[src/rtl/core/brc_pkg.sv]
// Shared types and constants for the binary relation closure engine.
// No dependencies; every other file but brc_mem and brc_out_if uses this package.
package brc_pkg;

  localparam int OP_W      = 3;
  localparam int IDX_W     = 4;
  localparam int COUNT_W   = 5;
  localparam int CFG_AW    = 3;
  localparam int CFG_DW    = 32;

  // operation codes; unlisted codes behave as a query
  localparam logic [OP_W-1:0] OP_ADD      = 3'd0;
  localparam logic [OP_W-1:0] OP_REMOVE   = 3'd1;
  localparam logic [OP_W-1:0] OP_QUERY    = 3'd2;
  localparam logic [OP_W-1:0] OP_CLOSE    = 3'd3;
  localparam logic [OP_W-1:0] OP_CLASSIFY = 3'd4;

  // register index (word address bits of paddr)
  localparam logic [CFG_AW-3:0] REG_ELEMENT_COUNT = 1'b0;
  localparam logic [COUNT_W-1:0] ELEMENT_COUNT_RST = 5'd16;

  typedef struct packed {
    logic pair_present;
    logic reflexive;
    logic symmetric;
    logic antisymmetric;
    logic transitive;
    logic equivalence;
    logic partial_order;
    logic index_error;
  } result_t;

endpackage

[src/rtl/core/brc_in_if.sv]
// Request channel: valid/ready handshake carrying one operation request.
// Depends on brc_pkg for field widths.
interface brc_in_if;
  logic                      valid;
  logic                      ready;
  logic [brc_pkg::OP_W-1:0]  operation;
  logic [brc_pkg::IDX_W-1:0] row_index;
  logic [brc_pkg::IDX_W-1:0] col_index;

  modport source (output valid, operation, row_index, col_index, input ready);
  modport sink   (input valid, operation, row_index, col_index, output ready);
endinterface

[src/rtl/core/brc_out_if.sv]
// Result channel: valid/ready handshake carrying pair bit and property flags.
// No dependencies beyond the handshake itself.
interface brc_out_if;
  logic valid;
  logic ready;
  logic pair_present;
  logic reflexive;
  logic symmetric;
  logic antisymmetric;
  logic transitive;
  logic equivalence;
  logic partial_order;
  logic index_error;

  modport source (output valid, pair_present, reflexive, symmetric, antisymmetric,
                  transitive, equivalence, partial_order, index_error, input ready);
  modport sink   (input valid, pair_present, reflexive, symmetric, antisymmetric,
                  transitive, equivalence, partial_order, index_error, output ready);
endinterface

[src/rtl/core/brc_cfg.sv]
// APB-style configuration register: element_count.
// Depends on brc_pkg for widths, register index and reset value.
module brc_cfg (
  input  logic                        clk,
  input  logic                        rst_n,
  input  logic                        psel,
  input  logic                        penable,
  input  logic                        pwrite,
  input  logic [brc_pkg::CFG_AW-1:0]  paddr,
  input  logic [brc_pkg::CFG_DW-1:0]  pwdata,
  output logic [brc_pkg::CFG_DW-1:0]  prdata,
  output logic                        pready,
  output logic [brc_pkg::COUNT_W-1:0] element_count
);
  import brc_pkg::*;

  logic [COUNT_W-1:0]  count_r;
  logic [CFG_AW-3:0]   reg_idx;
  logic                wr_en;

  assign reg_idx = paddr[CFG_AW-1:2];
  assign wr_en   = psel && penable && pwrite && pready;
  assign pready  = 1'b1;
  assign element_count = count_r;

  always_ff @(posedge clk) begin
    if (!rst_n) begin
      count_r <= ELEMENT_COUNT_RST;
    end else if (wr_en && (reg_idx == REG_ELEMENT_COUNT)) begin
      count_r <= pwdata[COUNT_W-1:0];
    end
  end

  always_comb begin
    unique case (reg_idx)
      REG_ELEMENT_COUNT: prdata = CFG_DW'(count_r);
      default:           prdata = '0;
    endcase
  end
endmodule

[src/rtl/core/brc_mem.sv]
// Relation row memory: one write and one read port, registered read data.
// Per-row valid bits make unwritten rows read as zero after reset.
// No package dependencies; instantiated by the top level.
module brc_mem #(
  parameter int MAX_ELEMENTS = 16
) (
  input  logic                            clk,
  input  logic                            rst_n,
  input  logic [$clog2(MAX_ELEMENTS)-1:0] raddr,
  output logic [MAX_ELEMENTS-1:0]         rdata,
  input  logic                            we,
  input  logic [$clog2(MAX_ELEMENTS)-1:0] waddr,
  input  logic [MAX_ELEMENTS-1:0]         wdata
);
  logic [MAX_ELEMENTS-1:0] row_mem_r [MAX_ELEMENTS];
  logic [MAX_ELEMENTS-1:0] vld_r;
  logic [MAX_ELEMENTS-1:0] rd_data_r;
  logic                    rd_vld_r;
  logic                    collide;

  assign collide = we && (waddr == raddr);

  // write-first: a read of the row being written returns the new data
  always_ff @(posedge clk) begin
    if (we) begin
      row_mem_r[waddr] <= wdata;
    end
    rd_data_r <= collide ? wdata : row_mem_r[raddr];
  end

  always_ff @(posedge clk) begin
    if (!rst_n) begin
      vld_r    <= '0;
      rd_vld_r <= 1'b0;
    end else begin
      if (we) begin
        vld_r[waddr] <= 1'b1;
      end
      rd_vld_r <= collide || vld_r[raddr];
    end
  end

  assign rdata = rd_vld_r ? rd_data_r : {MAX_ELEMENTS{1'b0}};
endmodule

[src/rtl/core/brc_seq.sv]
// Operation sequencer: walks the row memory for updates, Warshall closure
// and the property scan. Depends on brc_pkg and drives brc_mem's ports.
module brc_seq #(
  parameter int MAX_ELEMENTS = 16
) (
  input  logic                            clk,
  input  logic                            rst_n,
  input  logic                            in_valid,
  output logic                            in_ready,
  input  logic [brc_pkg::OP_W-1:0]        in_operation,
  input  logic [brc_pkg::IDX_W-1:0]       in_row,
  input  logic [brc_pkg::IDX_W-1:0]       in_col,
  input  logic [brc_pkg::COUNT_W-1:0]     element_count,
  output logic                            out_valid,
  input  logic                            out_ready,
  output brc_pkg::result_t                out_res,
  output logic [$clog2(MAX_ELEMENTS)-1:0] mem_raddr,
  input  logic [MAX_ELEMENTS-1:0]         mem_rdata,
  output logic                            mem_we,
  output logic [$clog2(MAX_ELEMENTS)-1:0] mem_waddr,
  output logic [MAX_ELEMENTS-1:0]         mem_wdata
);
  import brc_pkg::*;

  localparam int IW = $clog2(MAX_ELEMENTS);
  localparam int NW = $clog2(MAX_ELEMENTS + 1);

  typedef enum logic [5:0] {
    S_IDLE   = 6'b000001,
    S_PAIR   = 6'b000010,
    S_CLOSE  = 6'b000100,
    S_CLASS  = 6'b001000,
    S_DRAIN  = 6'b010000,
    S_FINISH = 6'b100000
  } state_t;

  typedef enum logic [1:0] {
    M_PAIR  = 2'd0,
    M_CLOSE = 2'd1,
    M_CLASS = 2'd2
  } mode_t;

  state_t state_r, state_nxt;

  logic [NW-1:0]           n_act, n_last;
  logic [MAX_ELEMENTS-1:0] act_mask;
  logic                    in_err, in_acc, out_load, pass_end, issue;

  logic [OP_W-1:0] op_r;
  logic [IW-1:0]   row_r, col_r;
  logic            err_r;

  logic [IW-1:0] outer_r, inner_r;
  logic          head_r;

  logic          p_vld_r, p_head_r;
  mode_t         p_mode_r;
  logic [IW-1:0] p_outer_r, p_inner_r;

  logic [MAX_ELEMENTS-1:0] rowk_r, rowi_r, pair_bit;
  logic present_r, refl_r, sym_r, anti_r, trans_r;
  logic out_valid_r;
  result_t out_res_r;

  always_comb begin
    n_act = (32'(element_count) > MAX_ELEMENTS) ? NW'(MAX_ELEMENTS) : NW'(element_count);
    n_last = n_act - NW'(1);
    for (int b = 0; b < MAX_ELEMENTS; b++) begin
      act_mask[b] = (b < 32'(n_act));
    end
  end

  assign in_err   = (32'(in_row) >= 32'(n_act)) || (32'(in_col) >= 32'(n_act));
  assign in_ready = (state_r == S_IDLE);
  assign in_acc   = in_valid && in_ready;
  assign out_load = (state_r == S_FINISH) && (!out_valid_r || out_ready);
  assign pass_end = !head_r && (NW'(inner_r) == n_last) && (NW'(outer_r) == n_last);
  assign issue    = (state_r == S_PAIR) || (state_r == S_CLOSE) || (state_r == S_CLASS);

  always_comb begin
    state_nxt = state_r;
    unique case (state_r)
      S_IDLE: begin
        if (in_valid) begin
          if (n_act == '0) begin
            state_nxt = S_FINISH;
          end else if (in_err) begin
            state_nxt = S_CLASS;
          end else begin
            case (in_operation)
              OP_ADD, OP_REMOVE: state_nxt = S_PAIR;
              OP_CLOSE:          state_nxt = S_CLOSE;
              default:           state_nxt = S_CLASS;
            endcase
          end
        end
      end
      S_PAIR:   state_nxt = S_CLASS;
      S_CLOSE:  if (pass_end) state_nxt = S_CLASS;
      S_CLASS:  if (pass_end) state_nxt = S_DRAIN;
      S_DRAIN:  state_nxt = S_FINISH;
      S_FINISH: if (out_load) state_nxt = S_IDLE;
      default:  state_nxt = S_IDLE;
    endcase
  end

  always_ff @(posedge clk) begin
    if (!rst_n) begin
      state_r <= S_IDLE;
    end else begin
      state_r <= state_nxt;
    end
  end

  // issue side: head read of the outer row, then one read per inner row
  always_ff @(posedge clk) begin
    if (in_acc || ((state_r == S_CLOSE) && pass_end)) begin
      outer_r <= '0;
      inner_r <= '0;
      head_r  <= 1'b1;
    end else if ((state_r == S_CLOSE) || (state_r == S_CLASS)) begin
      if (head_r) begin
        head_r  <= 1'b0;
        inner_r <= '0;
      end else if (NW'(inner_r) == n_last) begin
        if (NW'(outer_r) != n_last) begin
          outer_r <= outer_r + IW'(1);
          head_r  <= 1'b1;
        end
      end else begin
        inner_r <= inner_r + IW'(1);
      end
    end
  end

  assign mem_raddr = (state_r == S_PAIR) ? row_r : (head_r ? outer_r : inner_r);

  always_ff @(posedge clk) begin
    if (!rst_n) begin
      p_vld_r <= 1'b0;
    end else begin
      p_vld_r <= issue;
    end
  end

  always_ff @(posedge clk) begin
    p_mode_r  <= (state_r == S_PAIR) ? M_PAIR : ((state_r == S_CLOSE) ? M_CLOSE : M_CLASS);
    p_head_r  <= head_r;
    p_outer_r <= outer_r;
    p_inner_r <= inner_r;
  end

  always_ff @(posedge clk) begin
    if (in_acc) begin
      op_r  <= in_operation;
      row_r <= IW'(in_row);
      col_r <= IW'(in_col);
      err_r <= in_err;
    end
  end

  // read-modify-write side
  assign pair_bit = MAX_ELEMENTS'(1) << col_r;

  always_comb begin
    mem_we    = 1'b0;
    mem_waddr = p_inner_r;
    mem_wdata = mem_rdata | (rowk_r & act_mask);
    if (p_vld_r) begin
      case (p_mode_r)
        M_PAIR: begin
          mem_we    = 1'b1;
          mem_waddr = row_r;
          mem_wdata = (op_r == OP_ADD) ? (mem_rdata | pair_bit) : (mem_rdata & ~pair_bit);
        end
        M_CLOSE: mem_we = !p_head_r && mem_rdata[p_outer_r];
        default: mem_we = 1'b0;
      endcase
    end
  end

  always_ff @(posedge clk) begin
    if (p_vld_r && (p_mode_r == M_CLOSE) && p_head_r) begin
      rowk_r <= mem_rdata;
    end
    if (p_vld_r && (p_mode_r == M_CLASS) && p_head_r) begin
      rowi_r <= mem_rdata & act_mask;
    end
  end

  // property scan; outer row i against each inner row j
  always_ff @(posedge clk) begin
    if (!rst_n) begin
      present_r <= 1'b0;
      refl_r    <= 1'b1;
      sym_r     <= 1'b1;
      anti_r    <= 1'b1;
      trans_r   <= 1'b1;
    end else if (in_acc) begin
      present_r <= 1'b0;
      refl_r    <= 1'b1;
      sym_r     <= 1'b1;
      anti_r    <= 1'b1;
      trans_r   <= 1'b1;
    end else if (p_vld_r && (p_mode_r == M_CLASS)) begin
      if (p_head_r) begin
        if (!mem_rdata[p_outer_r]) refl_r <= 1'b0;
        if (!err_r && (p_outer_r == row_r)) present_r <= mem_rdata[col_r];
      end else if (rowi_r[p_inner_r]) begin
        if (!mem_rdata[p_outer_r]) begin
          sym_r <= 1'b0;
        end else if (p_outer_r != p_inner_r) begin
          anti_r <= 1'b0;
        end
        if (|(mem_rdata & act_mask & ~rowi_r)) trans_r <= 1'b0;
      end
    end
  end

  // result register parts the engine from the receiver
  always_ff @(posedge clk) begin
    if (!rst_n) begin
      out_valid_r <= 1'b0;
    end else if (out_load) begin
      out_valid_r <= 1'b1;
    end else if (out_ready) begin
      out_valid_r <= 1'b0;
    end
  end

  always_ff @(posedge clk) begin
    if (out_load) begin
      out_res_r.pair_present  <= present_r;
      out_res_r.reflexive     <= refl_r;
      out_res_r.symmetric     <= sym_r;
      out_res_r.antisymmetric <= anti_r;
      out_res_r.transitive    <= trans_r;
      out_res_r.equivalence   <= refl_r && sym_r && trans_r;
      out_res_r.partial_order <= refl_r && anti_r && trans_r;
      out_res_r.index_error   <= err_r;
    end
  end

  assign out_valid = out_valid_r;
  assign out_res   = out_res_r;

  a_idle_no_pending: assert property (@(posedge clk) disable iff (!rst_n)
    (state_r == S_IDLE) |-> !p_vld_r) else $error("read still in flight while idle");

  a_finish_drained: assert property (@(posedge clk) disable iff (!rst_n)
    (state_r == S_FINISH) |-> !p_vld_r) else $error("result loaded before scan drained");

  a_err_no_write: assert property (@(posedge clk) disable iff (!rst_n)
    mem_we |-> !err_r) else $error("matrix written on an index error");

  a_write_in_range: assert property (@(posedge clk) disable iff (!rst_n)
    mem_we |-> (32'(mem_waddr) < 32'(n_act))) else $error("write outside active rows");
endmodule

[src/rtl/core/binary_relation_closure_engine_unit.sv]
// Binary relation engine: a square bit matrix of pairs held in a row memory.
// Requests arrive on in_req (valid/ready): operation, row_index, col_index.
// Codes: add pair, remove pair, query pair, transitive closure, classify;
// other codes act as a query. Each request yields one result on out_rsp:
// the pair bit after the operation, the reflexive, symmetric, antisymmetric,
// transitive, equivalence and partial-order flags over the active elements,
// and index_error when row or column is not below the active count.
// element_count is written over the APB port (word 0); the user must write it only
// while the block is idle, as the block itself does not enforce this.
// Every request with a nonzero active count ends with a row scan of the memory,
// one row read per cycle; before it, an in-range add or remove rewrites its row
// and an in-range closure runs its Warshall pass over the rows.
// One request is in the engine at a time; the next is accepted as soon as
// the previous result sits in the output register, even if out_rsp stalls.
// A stalled receiver holds that result and the engine waits at completion.
// Reset (rst_n low, synchronous) empties the relation through per-row valid
// bits, so no clearing pass is needed, and sets element_count to 16.
module binary_relation_closure_engine_unit #(
  parameter int MAX_ELEMENTS = 16
) (
  input  logic                        clk,
  input  logic                        rst_n,
  brc_in_if.sink                      in_req,
  brc_out_if.source                   out_rsp,
  input  logic                        psel,
  input  logic                        penable,
  input  logic                        pwrite,
  input  logic [brc_pkg::CFG_AW-1:0]  paddr,
  input  logic [brc_pkg::CFG_DW-1:0]  pwdata,
  output logic [brc_pkg::CFG_DW-1:0]  prdata,
  output logic                        pready
);
  import brc_pkg::*;

  localparam int IW = $clog2(MAX_ELEMENTS);

  logic [COUNT_W-1:0]      element_count;
  logic [IW-1:0]           mem_raddr, mem_waddr;
  logic [MAX_ELEMENTS-1:0] mem_rdata, mem_wdata;
  logic                    mem_we;
  result_t                 res;

  brc_cfg u_cfg (
    .clk           (clk),
    .rst_n         (rst_n),
    .psel          (psel),
    .penable       (penable),
    .pwrite        (pwrite),
    .paddr         (paddr),
    .pwdata        (pwdata),
    .prdata        (prdata),
    .pready        (pready),
    .element_count (element_count)
  );

  brc_mem #(.MAX_ELEMENTS(MAX_ELEMENTS)) u_mem (
    .clk   (clk),
    .rst_n (rst_n),
    .raddr (mem_raddr),
    .rdata (mem_rdata),
    .we    (mem_we),
    .waddr (mem_waddr),
    .wdata (mem_wdata)
  );

  brc_seq #(.MAX_ELEMENTS(MAX_ELEMENTS)) u_seq (
    .clk           (clk),
    .rst_n         (rst_n),
    .in_valid      (in_req.valid),
    .in_ready      (in_req.ready),
    .in_operation  (in_req.operation),
    .in_row        (in_req.row_index),
    .in_col        (in_req.col_index),
    .element_count (element_count),
    .out_valid     (out_rsp.valid),
    .out_ready     (out_rsp.ready),
    .out_res       (res),
    .mem_raddr     (mem_raddr),
    .mem_rdata     (mem_rdata),
    .mem_we        (mem_we),
    .mem_waddr     (mem_waddr),
    .mem_wdata     (mem_wdata)
  );

  assign out_rsp.pair_present  = res.pair_present;
  assign out_rsp.reflexive     = res.reflexive;
  assign out_rsp.symmetric     = res.symmetric;
  assign out_rsp.antisymmetric = res.antisymmetric;
  assign out_rsp.transitive    = res.transitive;
  assign out_rsp.equivalence   = res.equivalence;
  assign out_rsp.partial_order = res.partial_order;
  assign out_rsp.index_error   = res.index_error;
endmodule

[src/flat_wrapper.sv]
// flat-port wrapper written by rule: the top's interface ports become plain ports
module binary_relation_closure_engine_unit_flat import brc_pkg::*;
#(
  parameter int MAX_ELEMENTS = 16
)
  (clk, rst_n, psel, penable, pwrite, paddr, pwdata, prdata, pready, in_req_valid, in_req_operation, in_req_row_index, in_req_col_index, in_req_ready, out_rsp_valid, out_rsp_pair_present, out_rsp_reflexive, out_rsp_symmetric, out_rsp_antisymmetric, out_rsp_transitive, out_rsp_equivalence, out_rsp_partial_order, out_rsp_index_error, out_rsp_ready);
  brc_in_if in_req_i ();
  brc_out_if out_rsp_i ();
  input  logic clk;
  input  logic rst_n;
  input  logic psel;
  input  logic penable;
  input  logic pwrite;
  input  logic [brc_pkg::CFG_AW-1:0] paddr;
  input  logic [brc_pkg::CFG_DW-1:0] pwdata;
  output logic [brc_pkg::CFG_DW-1:0] prdata;
  output logic pready;
  input wire logic [$bits(in_req_i.valid)-1:0] in_req_valid;
  input wire logic [$bits(in_req_i.operation)-1:0] in_req_operation;
  input wire logic [$bits(in_req_i.row_index)-1:0] in_req_row_index;
  input wire logic [$bits(in_req_i.col_index)-1:0] in_req_col_index;
  output wire logic [$bits(in_req_i.ready)-1:0] in_req_ready;
  output wire logic [$bits(out_rsp_i.valid)-1:0] out_rsp_valid;
  output wire logic [$bits(out_rsp_i.pair_present)-1:0] out_rsp_pair_present;
  output wire logic [$bits(out_rsp_i.reflexive)-1:0] out_rsp_reflexive;
  output wire logic [$bits(out_rsp_i.symmetric)-1:0] out_rsp_symmetric;
  output wire logic [$bits(out_rsp_i.antisymmetric)-1:0] out_rsp_antisymmetric;
  output wire logic [$bits(out_rsp_i.transitive)-1:0] out_rsp_transitive;
  output wire logic [$bits(out_rsp_i.equivalence)-1:0] out_rsp_equivalence;
  output wire logic [$bits(out_rsp_i.partial_order)-1:0] out_rsp_partial_order;
  output wire logic [$bits(out_rsp_i.index_error)-1:0] out_rsp_index_error;
  input wire logic [$bits(out_rsp_i.ready)-1:0] out_rsp_ready;
  assign in_req_i.valid = in_req_valid;
  assign in_req_i.operation = in_req_operation;
  assign in_req_i.row_index = in_req_row_index;
  assign in_req_i.col_index = in_req_col_index;
  assign in_req_ready = in_req_i.ready;
  assign out_rsp_valid = out_rsp_i.valid;
  assign out_rsp_pair_present = out_rsp_i.pair_present;
  assign out_rsp_reflexive = out_rsp_i.reflexive;
  assign out_rsp_symmetric = out_rsp_i.symmetric;
  assign out_rsp_antisymmetric = out_rsp_i.antisymmetric;
  assign out_rsp_transitive = out_rsp_i.transitive;
  assign out_rsp_equivalence = out_rsp_i.equivalence;
  assign out_rsp_partial_order = out_rsp_i.partial_order;
  assign out_rsp_index_error = out_rsp_i.index_error;
  assign out_rsp_i.ready = out_rsp_ready;
  binary_relation_closure_engine_unit #(.MAX_ELEMENTS(MAX_ELEMENTS)) u_core (.clk(clk), .rst_n(rst_n), .in_req(in_req_i), .out_rsp(out_rsp_i), .psel(psel), .penable(penable), .pwrite(pwrite), .paddr(paddr), .pwdata(pwdata), .prdata(prdata), .pready(pready));
endmodule
[config.mk]
export PLATFORM = sky130hd
export DESIGN_NAME = binary_relation_closure_engine_unit_flat
export DESIGN_NICKNAME = d
export VERILOG_FILES = /design/src/rtl/core/brc_pkg.sv /design/src/rtl/core/brc_in_if.sv /design/src/rtl/core/brc_out_if.sv /design/src/rtl/core/brc_cfg.sv /design/src/rtl/core/brc_mem.sv /design/src/rtl/core/brc_seq.sv /design/src/rtl/core/binary_relation_closure_engine_unit.sv /design/src/flat_wrapper.sv
export SDC_FILE = /design/constraint.sdc
export NUM_CORES = 1
export LEC_CHECK = 0
export ABC_AREA = 1
export ABC_CLOCK_PERIOD_IN_PS = 4700
export CORE_UTILIZATION = 37
export DETAILED_ROUTE_END_ITERATION = 8
export DONT_BUFFER_PORTS = 1
export PLACE_DENSITY = 0.62
export SLEW_MARGIN = 10
export SYNTH_ARGS = -nofsm -noshare
export SYNTH_HDL_FRONTEND = slang
export SYNTH_SLANG_ARGS = --single-unit
[constraint.sdc]
create_clock -name clk -period 4.7 [get_ports clk]
set_input_delay 0 -clock clk [delete_from_list [all_inputs] [get_ports clk]]
set_output_delay 0 -clock clk [all_outputs]
set_load 0.01 [all_outputs]
==> results.py, run 1 <==
metrics = {
    "run_status": {
        "status": "finished, final reports clean",
    },
    "grt": {
        "grt_max_degree": 106,
        "first_global_vias": 11828,
        "overflow": 0,
        "grt_pass1_wl_mm": 66.42,
        "grt_usage_pct": 18.19,
        "antenna_found_initial": 0,
    },
    "power": {
        "total_leakage_power_nw": 7.851,
        "seq_power_share_pct": 41.2,
        "switching_share_pct": 34.71,
        "internal-power_w": 0.006282,
        "max-vdd-ir-drop_mv": 0.3755,
        "cellPowerDensity_mw_per_mm2": 505.6,
        "power.switching_w": 0.003339,
        "p_comb_share_pct": 26.9,
        "power_frac_clock_pct": 31.9,
    },
    "finish": {
        "most-common-layout-cells": "444 x nand2_1, 308 x edfxtp_1, 251 x inv_1, 185 x nor2_1, 178 x nand3_1",
        "final_common_cell": "nand2_1",
        "fin_cells": 2469,
        "drive_above_1_share_pct": 5.243,
        "area_growth_pct": 12.35,
        "diodes": 0,
        "fin_nets": 1903,
    },
    "placed_design": {
        "post-dp-hpwl_mm": 25.77,
        "dp_cells": 2370,
        "io_buffers": 0,
        "place_congestion": 0.9601,
    },
    "critical_path": {
        "cp-end-kind": "flop",
        "crit_family": "simple AND/OR/NAND/NOR gates",
        "cp_data_arrival_time_ns": 3.93,
        "crit_chain": "clkinv_2, buf_12, nand2_1, nand3_1, nand3_1, nand3_1, nand2_1, nand2_1, nand2_1, nand3_1, nand3_1, nand3_1, nand2_2, nand2_1, nand2_2, nand2_1, inv_1, buf_4",
        "critPathKind": "flop to flop",
        "critPathRequiredTime_ns": 4.90,
        "cp_slowest_stage_delay_ns": 0.65,
        "start_kind": "flop",
        "crit_buf_inv": 4,
        "cp_max_fo": 105,
        "crit_path_top_delay_cell": "dfxtp_4",
    },
    "detailed_routing": {
        "detail-route-antenna-nets": 0,
        "drt_iter0_markers": 1087,
        "post_drt_wl_per_cell_um": 17.24,
        "wl_mm": 42.56,
        "first_pass_iters": 5,
        "drt-vias-per-instance": 5.031,
        "vias": 12421,
        "post-route-drc-count": 0,
    },
    "sta": {
        "slew_headroom_pct": 35.10,
        "rsz0062_at_grt": "false",
        "setup_violations": 0,
        "drv_slew": 0,
        "max_freq_mhz": 268.5,
        "period_minus_slack_ns": 3.724,
        "fin_skew_ns": 0.02023,
        "fin_crit_sh_pct": 79.24,
        "worstMarginPinSlew_ns": 0.9698,
        "hold_viol_final": 0,
        "tns_ns": 0,
    },
    "die": {
        "rows": 78,
        "die-width_um": 216.0,
        "die_area_mm2": 0.04664,
        "pin_count": 96,
        "floorplan.initialDensity_pct": 37.40,
        "fp.dieH_um": 216.0,
        "coreArea_mm2": 0.04528,
    },
    "cts": {
        "clock_sinks": 367,
        "cts_tree": "yes",
        "path_clk_slew_ns": 0.06,
        "htree_levels": 2,
        "post-cts-setup-buffers": 0,
        "cts_root_buffer": "clkbuf_16",
        "numCtsBuffers": 39,
        "clockBufferDepth": 3,
        "clk-insertion-delay-late_ns": 0.56,
    },
    "run": {
        "maxCapViolations": 0,
    },
    "worst_hold_path": {
        "hold_class": "input pin to output port",
    },
    "yosys": {
        "avgSynthCellArea_um2": 9.347,
        "seq_area_frac_synth_pct": 61.58,
        "synth.cell_area_mm2": 0.01694,
        "yosys_warnings": 0,
        "ys_seq_elements": 367,
        "synthCells": 1812,
        "synth_cell_type_count": 38,
    },
}
[layout make-up]
cell class	count	area (um2)
clock buffers	53	1039
clock inverters	19	226.5
fillers	4334	26250
inverters	255	958.4
multi-input cells	1116	5060
flip-flops and latches	367	10440
well taps	600	750.7
repair buffers	59	560.5
[flip-flops by register name, summed over array words and instances (netlist names), 5 cells and up, named ones only]
name,count
u_core.u_cfg.element_count,5
u_core.u_mem.row_mem_r,256
u_core.u_mem.vld_r,16
u_core.u_seq.out_res,8
u_core.u_seq.rowi_r,16
u_core.u_seq.rowk_r,16
u_core.u_seq.state_r,6
[power by group through the flow]
| stage | Sequential, W | Clock (W) | Combinational, W |
|---|---|---|---|
| global route | 0.00398 | 0.00324 | 0.00288 |
| global placement | 0.00402 | 0 | 0.00250 |
| finish | 0.00396 | 0.00307 | 0.00259 |
| floorplan | 0.00389 | 0 | 0.00190 |
| CTS | 0.00395 | 0.00311 | 0.00256 |
| detailed placement | 0.00402 | 0 | 0.00253 |
[final timing paths]
kind / from / endpoint / depth (start not counted) / slack, ns
worst min-delay path: paddr[2] / prdata[4] / 1 / 0.05
worst max-delay path: flop / u_core.u_mem.row_mem_r[14][5]$_DFFE_PP_ / 18 / 0.98
worst max register to register: flop / u_core.u_mem.row_mem_r[14][5]$_DFFE_PP_ / 18 / 0.98
worst min register to register: u_core.u_seq.outer_r[3]$_SDFFE_PP0P_ / u_core.u_seq.p_outer_r[3]$_DFF_P_ / 0 / 0.38
[synth_stat cells, drive strengths merged]
master | number | share of area, %
a31oi | 12 | 0.44
xnor2 | 6 | 0.31
nor3 | 18 | 0.53
o31ai | 3 | 0.13
a211oi | 2 | 0.089
o21a | 1 | 0.044
a21oi | 59 | 1.8
a21boi | 2 | 0.089
clkbuf | 29 | 0.64
nand3 | 178 | 5.3
o41ai | 10 | 0.52
o311ai | 2 | 0.10
nor2 | 185 | 4.1
dfxtp | 59 | 7.0
xor2 | 8 | 0.41
ha | 12 | 0.89
o211ai | 14 | 0.62
or2 | 2 | 0.074
clkinv | 1 | 0.022
nor3b | 1 | 0.044
and3 | 1 | 0.037
o22ai | 3 | 0.11
inv | 254 | 5.6
nand4 | 6 | 0.22
edfxtp | 308 | 55
nand2 | 446 | 9.9
o21ai | 112 | 3.3
conb | 2 | 0.044
buf | 71 | 2.9
nor4 | 5 | 0.18
[what timing repair did]
| action | CTS | global route |
|---|---|---|
| endpoints found under the hold margin | 61 | 0 |
| resized for setup | 0 | 0 |
| hold buffers | 27 | 0 |
[stage by stage]
stage               setup slack, ns  power [W]  area [um2]  util, %  hold WS (ns)
global route                 0.6837    0.01009       19030    42.02       0.05067
global placement              1.033   0.006517       17490    38.63       0.05191
floorplan                     2.169   0.005788       17040        -       0.04753
finish                       0.9759   0.009621       19030    42.02       0.04896
CTS                          0.9921   0.009632       19030    42.02       0.04887
detailed placement            1.000   0.006557       17490    38.63       0.04905
[kinds of logic after synthesis]
kind of cell | count (synthesis) | synth area share (%)
other | 2 | 0.04434
and+or+nand+nor | 842 | 20.37
buffers and inverters | 355 | 9.153
DFF | 367 | 61.58
AOI/OAI and AO/OA | 220 | 7.247
adders and majority gates | 12 | 0.8864
xor gates and xnor gates | 14 | 0.7240
[metal layers]
layer  routed length (um)  vias to the layer above  track usage, %  part of all wire [%]
li1                     -                     5979               -                     -
met1                18680                     5882           24.86                    44
met2                19680                      487           29.68                    46
met3                 2986                       73           2.734                   7.0
met4                 1203                        0           5.775                   2.8
met5                    0                        -               0                     0
Note: power is estimated with default switching activity, not from simulation.
==> run 2, diff against run 1 <==
--- a/config.mk
+++ b/config.mk
@@ -6,11 +6,11 @@
 export NUM_CORES = 1
 export LEC_CHECK = 0
 export ABC_AREA = 1
-export ABC_CLOCK_PERIOD_IN_PS = 4700
+export ABC_CLOCK_PERIOD_IN_PS = 3400
 export CORE_UTILIZATION = 37
 export DETAILED_ROUTE_END_ITERATION = 8
 export DONT_BUFFER_PORTS = 1
-export PLACE_DENSITY = 0.62
+export PLACE_DENSITY = 0.64
 export SLEW_MARGIN = 10
 export SYNTH_ARGS = -nofsm -noshare
 export SYNTH_HDL_FRONTEND = slang
==> constraint.sdc (replaced) <==
create_clock -name clk -period 3.4 [get_ports clk]
set_input_delay 0 -clock clk [delete_from_list [all_inputs] [get_ports clk]]
set_output_delay 0 -clock clk [all_outputs]
set_load 0.01 [all_outputs]
==> run 2 against run 1 <==
Net effect:
- utilization is 1.3 points higher
- global-route usage is 0.34 points higher
- hold slack better by 0.0013 ns
- maximum frequency is 23% higher
- highest routed layer unchanged
==> results.py, run 2 (synthesized netlist as in run 1, its figures left out) <==
metrics = {
    "sta": {
        "fin_skew_ns": 0.02394,
        "tns_ns": 0,
        "rsz0062_at_grt": "false",
        "drv_slew": 0,
        "max_freq_mhz": 329.7,
        "period_minus_slack_ns": 3.033,
        "slew_headroom_pct": 48.08,
        "fin_crit_sh_pct": 89.20,
        "setup_violations": 0,
        "finalWorstSetupSlack_ns": 0.3671,
        "worstMarginPinSlew_ns": 0.7760,
        "hold_viol_final": 0,
    },
    "cts": {
        "clockBufferDepth": 3,
        "path_clk_slew_ns": 0.06,
        "cts_resized": 0,
        "post-cts-setup-buffers": 0,
        "clk-insertion-delay-late_ns": 0.56,
        "cts_root_buffer": "clkbuf_16",
        "htree_levels": 2,
        "cts_hold_buffers": 28,
        "clock_sinks": 367,
        "numCtsBuffers": 40,
        "cts_tree": "yes",
    },
    "grt": {
        "antenna_found_initial": 0,
        "grt_max_degree": 70,
        "grt_usage_pct": 18.53,
        "first_global_vias": 12092,
        "overflow": 0,
        "grt_pass1_wl_mm": 67.30,
    },
    "detailed_routing": {
        "first_pass_iters": 5,
        "post-route-drc-count": 0,
        "wl_mm": 43.05,
        "drt-vias-per-instance": 5.021,
        "vias": 12508,
        "drt_iter0_markers": 1163,
        "detail-route-antenna-nets": 0,
        "post_drt_wl_per_cell_um": 17.28,
    },
    "finish": {
        "regMostFlops": "u_core.u_mem.row_mem_r",
        "diodes": 0,
        "largest_register_ffs": 256,
        "final_common_cell": "nand2_1",
        "most-common-layout-cells": "444 x nand2_1, 308 x edfxtp_1, 251 x inv_1, 185 x nor2_1, 178 x nand3_1",
        "multi_input_area_mm2": 0.005060,
        "area_growth_pct": 15.85,
        "fin_nets": 1925,
        "utilization_pct": 43.33,
        "fill_cells": 4295,
        "drive_above_1_share_pct": 6.557,
        "fin_cells": 2491,
        "seq_area_mm2": 0.01044,
    },
    "die": {
        "die_area_mm2": 0.04664,
        "pin_count": 96,
        "die-width_um": 216.0,
        "rows": 78,
        "floorplan.initialDensity_pct": 37.40,
        "coreArea_mm2": 0.04528,
        "fp.dieH_um": 216.0,
    },
    "critical_path": {
        "cp_data_arrival_time_ns": 3.29,
        "critPathRequiredTime_ns": 3.65,
        "cp_max_fo": 17,
        "critPathKind": "flop to flop",
        "start_kind": "flop",
        "cp-end-kind": "flop",
    },
    "worst_hold_path": {
        "hold_class": "input pin to output port",
    },
    "placed_design": {
        "dp_cells": 2390,
        "post-dp-hpwl_mm": 27.13,
        "place_congestion": 0.9011,
        "io_buffers": 0,
        "dp_slack_ns": 0.4044,
    },
    "power": {
        "cellPowerDensity_mw_per_mm2": 709.2,
        "total_leakage_power_nw": 8.103,
        "max-vdd-ir-drop_mv": 0.4968,
    },
    "run": {
        "maxCapViolations": 0,
    },
    "run_status": {
        "status": "finished, final reports clean",
    },
}
-- run 2: cell types whose count changed in the layout (fill, tap and decap cells not counted), sizes merged --
| cell | previous run | this run |
|---|---|---|
| dlygate4sd3 | 27 | 28 |
| inv | 257 | 256 |
| clkbuf | 53 | 50 |
| buf | 32 | 52 |
| clkinv | 13 | 15 |
| bufinv | 4 | 7 |
-- run 2: layer usage --
layer	up-vias	GRT usage [%]	share of wire, %
li1	6040	-	-
met1	5931	25.39	44
met2	453	30.13	47
met3	84	2.791	6.9
met4	0	5.962	2.8
met5	-	0	0
-- run 2: stage by stage --
step	total power, W	cell area (um2)	hold WS [ns]
2_1_floorplan	0.008001	17040	0.04753
3_3_place_gp	0.009137	17890	0.05100
3_5_place_dp	0.009202	17890	0.04938
4_1_cts	0.01398	19620	0.04392
5_1_grt	0.01463	19620	0.04995
6_report	0.01392	19620	0.05023
-- run 2: power breakdown --
group          internal (W)  switching, W  total (W)
registers           0.00522      0.000180    0.00540
clock network       0.00291       0.00182    0.00474
logic               0.00112       0.00266    0.00378
total               0.00925       0.00466     0.0139
-- run 2: final timing paths --
check | cells past startpoint | from | slack [ns] | endpoint
max | 17 | flop | 0.37 | u_core.u_mem.row_mem_r[10][12]$_DFFE_PP_
min | 1 | paddr[2] | 0.05 | prdata[0]
max reg2reg | 17 | flop | 0.37 | u_core.u_mem.row_mem_r[10][12]$_DFFE_PP_
min reg2reg | 0 | u_core.u_seq.outer_r[3]$_SDFFE_PP0P_ | 0.37 | u_core.u_seq.p_outer_r[3]$_DFF_P_
-- run 2: cell type report --
class	instances	share of cell area, %
Clock buffer	50	5.771
Inverter	255	4.884
Timing Repair Buffer	80	4.948
Sequential cell	367	53.18
Multi-Input combinational cell	1116	25.79
Clock inverter	23	1.607
Tap cell	600	3.826
-- run 2: worst max-delay path, cell delays in order, from the launching register on --
cell and delay [ns]:
dfxtp_2 0.34, inv_2 0.31, buf_4 0.26, nand3_1 0.11, nand3_1 0.11, nand3_1 0.08
nand2_1 0.17, nand2_1 0.13, nand2_1 0.10, nand3_1 0.09, nand3_1 0.09, nand3_1 0.08
nand2_2 0.08, nand2_1 0.06, nand2_2 0.24, nand2_1 0.14, inv_1 0.13, buf_12 0.19
==> run 3, diff against run 2 <==
--- a/config.mk
+++ b/config.mk
@@ -10,6 +10,7 @@
 export CORE_UTILIZATION = 37
 export DETAILED_ROUTE_END_ITERATION = 8
 export DONT_BUFFER_PORTS = 1
+export MAX_ROUTING_LAYER = met4
 export PLACE_DENSITY = 0.64
 export SLEW_MARGIN = 10
 export SYNTH_ARGS = -nofsm -noshare
==> run 3 against run 2 <==
Net effect:
- sequential power down 0.7%
- utilization shrank 0.56 points
- flip-flop and latch count stayed put
- highest routed layer unchanged
- via count down 1.3%
- critical path depth up 2
- routed wire length fell by 0.99%
- hold slack lost 0.0013 ns
==> results.py, run 3 (synthesized netlist as in run 1, its figures left out) <==
metrics = {
    "run_status": {
        "status": "finished, final reports clean",
    },
    "critical_path": {
        "r2r_end": "u_core.u_mem.row_mem_r[11][12]$_DFFE_PP_",
        "cp-end-kind": "flop",
        "start_kind": "flop",
        "r2r_cells": 19,
        "cp_max_fo": 42,
        "critPathKind": "flop to flop",
        "reg2reg_setup_slack_ns": 0.37,
        "critPathRequiredTime_ns": 3.65,
        "cp_data_arrival_time_ns": 3.28,
    },
    "grt": {
        "antenna_found_initial": 0,
        "grt_pass1_wl_mm": 66.26,
        "overflow": 0,
        "first_global_vias": 11965,
        "grt_usage_pct": 18.80,
        "grt_max_degree": 78,
    },
    "sta": {
        "setup_violations": 0,
        "fin_skew_ns": 0.02163,
        "hold_viol_final": 0,
        "max_freq_mhz": 329.7,
        "tns_ns": 0,
        "finalWorstSetupSlack_ns": 0.3667,
        "fin_crit_sh_pct": 89.22,
        "drv_slew": 0,
        "slew_headroom_pct": 46.94,
        "worstMarginPinSlew_ns": 0.7930,
        "rsz0062_at_grt": "false",
        "period_minus_slack_ns": 3.033,
    },
    "finish": {
        "final_common_cell": "nand2_1",
        "drive_above_1_share_pct": 6.455,
        "fill_cells": 4334,
        "most-common-layout-cells": "444 x nand2_1, 308 x edfxtp_1, 251 x inv_1, 184 x nor2_1, 178 x nand3_1",
        "regMostFlops": "u_core.u_mem.row_mem_r",
        "utilization_pct": 42.78,
        "multi_input_area_mm2": 0.005062,
        "seq_area_mm2": 0.01044,
        "largest_register_ffs": 256,
        "diodes": 0,
        "fin_nets": 1927,
        "area_growth_pct": 14.37,
        "fin_cells": 2490,
    },
    "cts": {
        "clock_sinks": 367,
        "path_clk_slew_ns": 0.06,
        "cts_tree": "yes",
        "cts_root_buffer": "clkbuf_16",
        "numCtsBuffers": 40,
        "htree_levels": 2,
        "clk-insertion-delay-late_ns": 0.56,
        "post-cts-setup-buffers": 0,
        "clockBufferDepth": 3,
    },
    "placed_design": {
        "post-dp-hpwl_mm": 27.33,
        "dp_slack_ns": 0.3693,
        "dp_cells": 2393,
        "place_congestion": 0.9149,
        "io_buffers": 0,
    },
    "die": {
        "die_area_mm2": 0.04664,
        "pin_count": 96,
        "coreArea_mm2": 0.04528,
        "rows": 78,
        "fp.dieH_um": 216.0,
        "floorplan.initialDensity_pct": 37.40,
        "die-width_um": 216.0,
    },
    "detailed_routing": {
        "drt_iter0_markers": 1128,
        "met1_length_mm": 18.82,
        "wl_mm": 42.62,
        "met3_length_mm": 3.037,
        "wl_met2_mm": 19.69,
        "drt-vias-per-instance": 4.957,
        "detail-route-antenna-nets": 0,
        "post_drt_wl_per_cell_um": 17.12,
        "highest_layer": "met4",
        "first_pass_iters": 6,
        "post-route-drc-count": 0,
        "vias": 12342,
    },
    "worst_hold_path": {
        "hold_class": "input pin to output port",
        "hp-start": "paddr[2]",
        "hold_end": "prdata[4]",
        "holdPathStages": 1,
    },
    "power": {
        "cellPowerDensity_mw_per_mm2": 684.2,
        "max-vdd-ir-drop_mv": 0.3469,
        "total_leakage_power_nw": 7.985,
    },
    "run": {
        "maxCapViolations": 0,
    },
}
-- run 3: per-stage QoR --
| step | area, um2 | total power [W] | hold WS (ns) |
|---|---|---|---|
| final | 19370 | 0.01325 | 0.04894 |
| after global routing | 19370 | 0.01396 | 0.05197 |
| after CTS | 19370 | 0.01330 | 0.03383 |
| after detailed placement | 17880 | 0.009184 | 0.04910 |
| after global placement | 17880 | 0.009130 | 0.05096 |
| after floorplan | 17040 | 0.008001 | 0.04753 |
-- run 3: how the worst max path moves through the flow --
stage | startpoint | to | slack [ns]
CTS | u_core.u_cfg.element_count[0]$_SDFFE_PN0P_ | u_core.u_seq.inner_r[3]$_SDFFE_PP0P_ | 0.34
detailed placement | u_core.u_cfg.element_count[0]$_SDFFE_PN0P_ | u_core.u_seq.inner_r[3]$_SDFFE_PP0P_ | 0.37
global route | flop | u_core.u_mem.row_mem_r[2][4]$_DFFE_PP_ | 0.08
finish | flop | u_core.u_mem.row_mem_r[11][12]$_DFFE_PP_ | 0.37
floorplan | flop | u_core.u_mem.row_mem_r[11][0]$_DFFE_PP_ | 0.87
global placement | flop | u_core.u_mem.row_mem_r[8][4]$_DFFE_PP_ | 0.43
-- run 3: power by group --
| group | switching (W) | total [W] | internal, W |
|---|---|---|---|
| clock | 0.00181 | 0.00411 | 0.00230 |
| sequential | 0.000138 | 0.00536 | 0.00522 |
| combinational | 0.00270 | 0.00379 | 0.00109 |
-- run 3: per-layer routing --
metal  track usage (%)  vias up
met5                 -        -
met4             5.610        0
met3             3.157       71
met2             29.79      385
met1             24.72     5845
li1                  -     6041
-- run 3: timing repair --
action	CTS	global route
resized for setup	0	1
setup endpoints to repair	0	2
endpoints found under the hold margin	58	0
hold buffers	27	0
-- run 3: final cells by class --
cell class / instances / area share, %
clock buffers: 47 / 5.413
clock inverters: 23 / 0.8784
inverters: 255 / 4.948
multi-input cells: 1116 / 26.13
flip-flops and latches: 367 / 53.87
well taps: 600 / 3.875
repair buffers: 82 / 4.883
-- run 3: critical path, stage by stage (launching register included) --
cell,delay (ns)
dfxtp_4,0.37
clkinv_2,0.07
buf_4,0.38
nand2_1,0.09
nand2_1,0.08
nand2_1,0.05
nand3_1,0.08
nand3_1,0.12
nand2_1,0.17
nand3_1,0.11
nand2_1,0.09
nand2_1,0.06
nand3_1,0.08
nand3_1,0.08
nand2_2,0.09
nand2_1,0.07
nand2_2,0.25
nand2_1,0.14
inv_1,0.13
buf_12,0.19
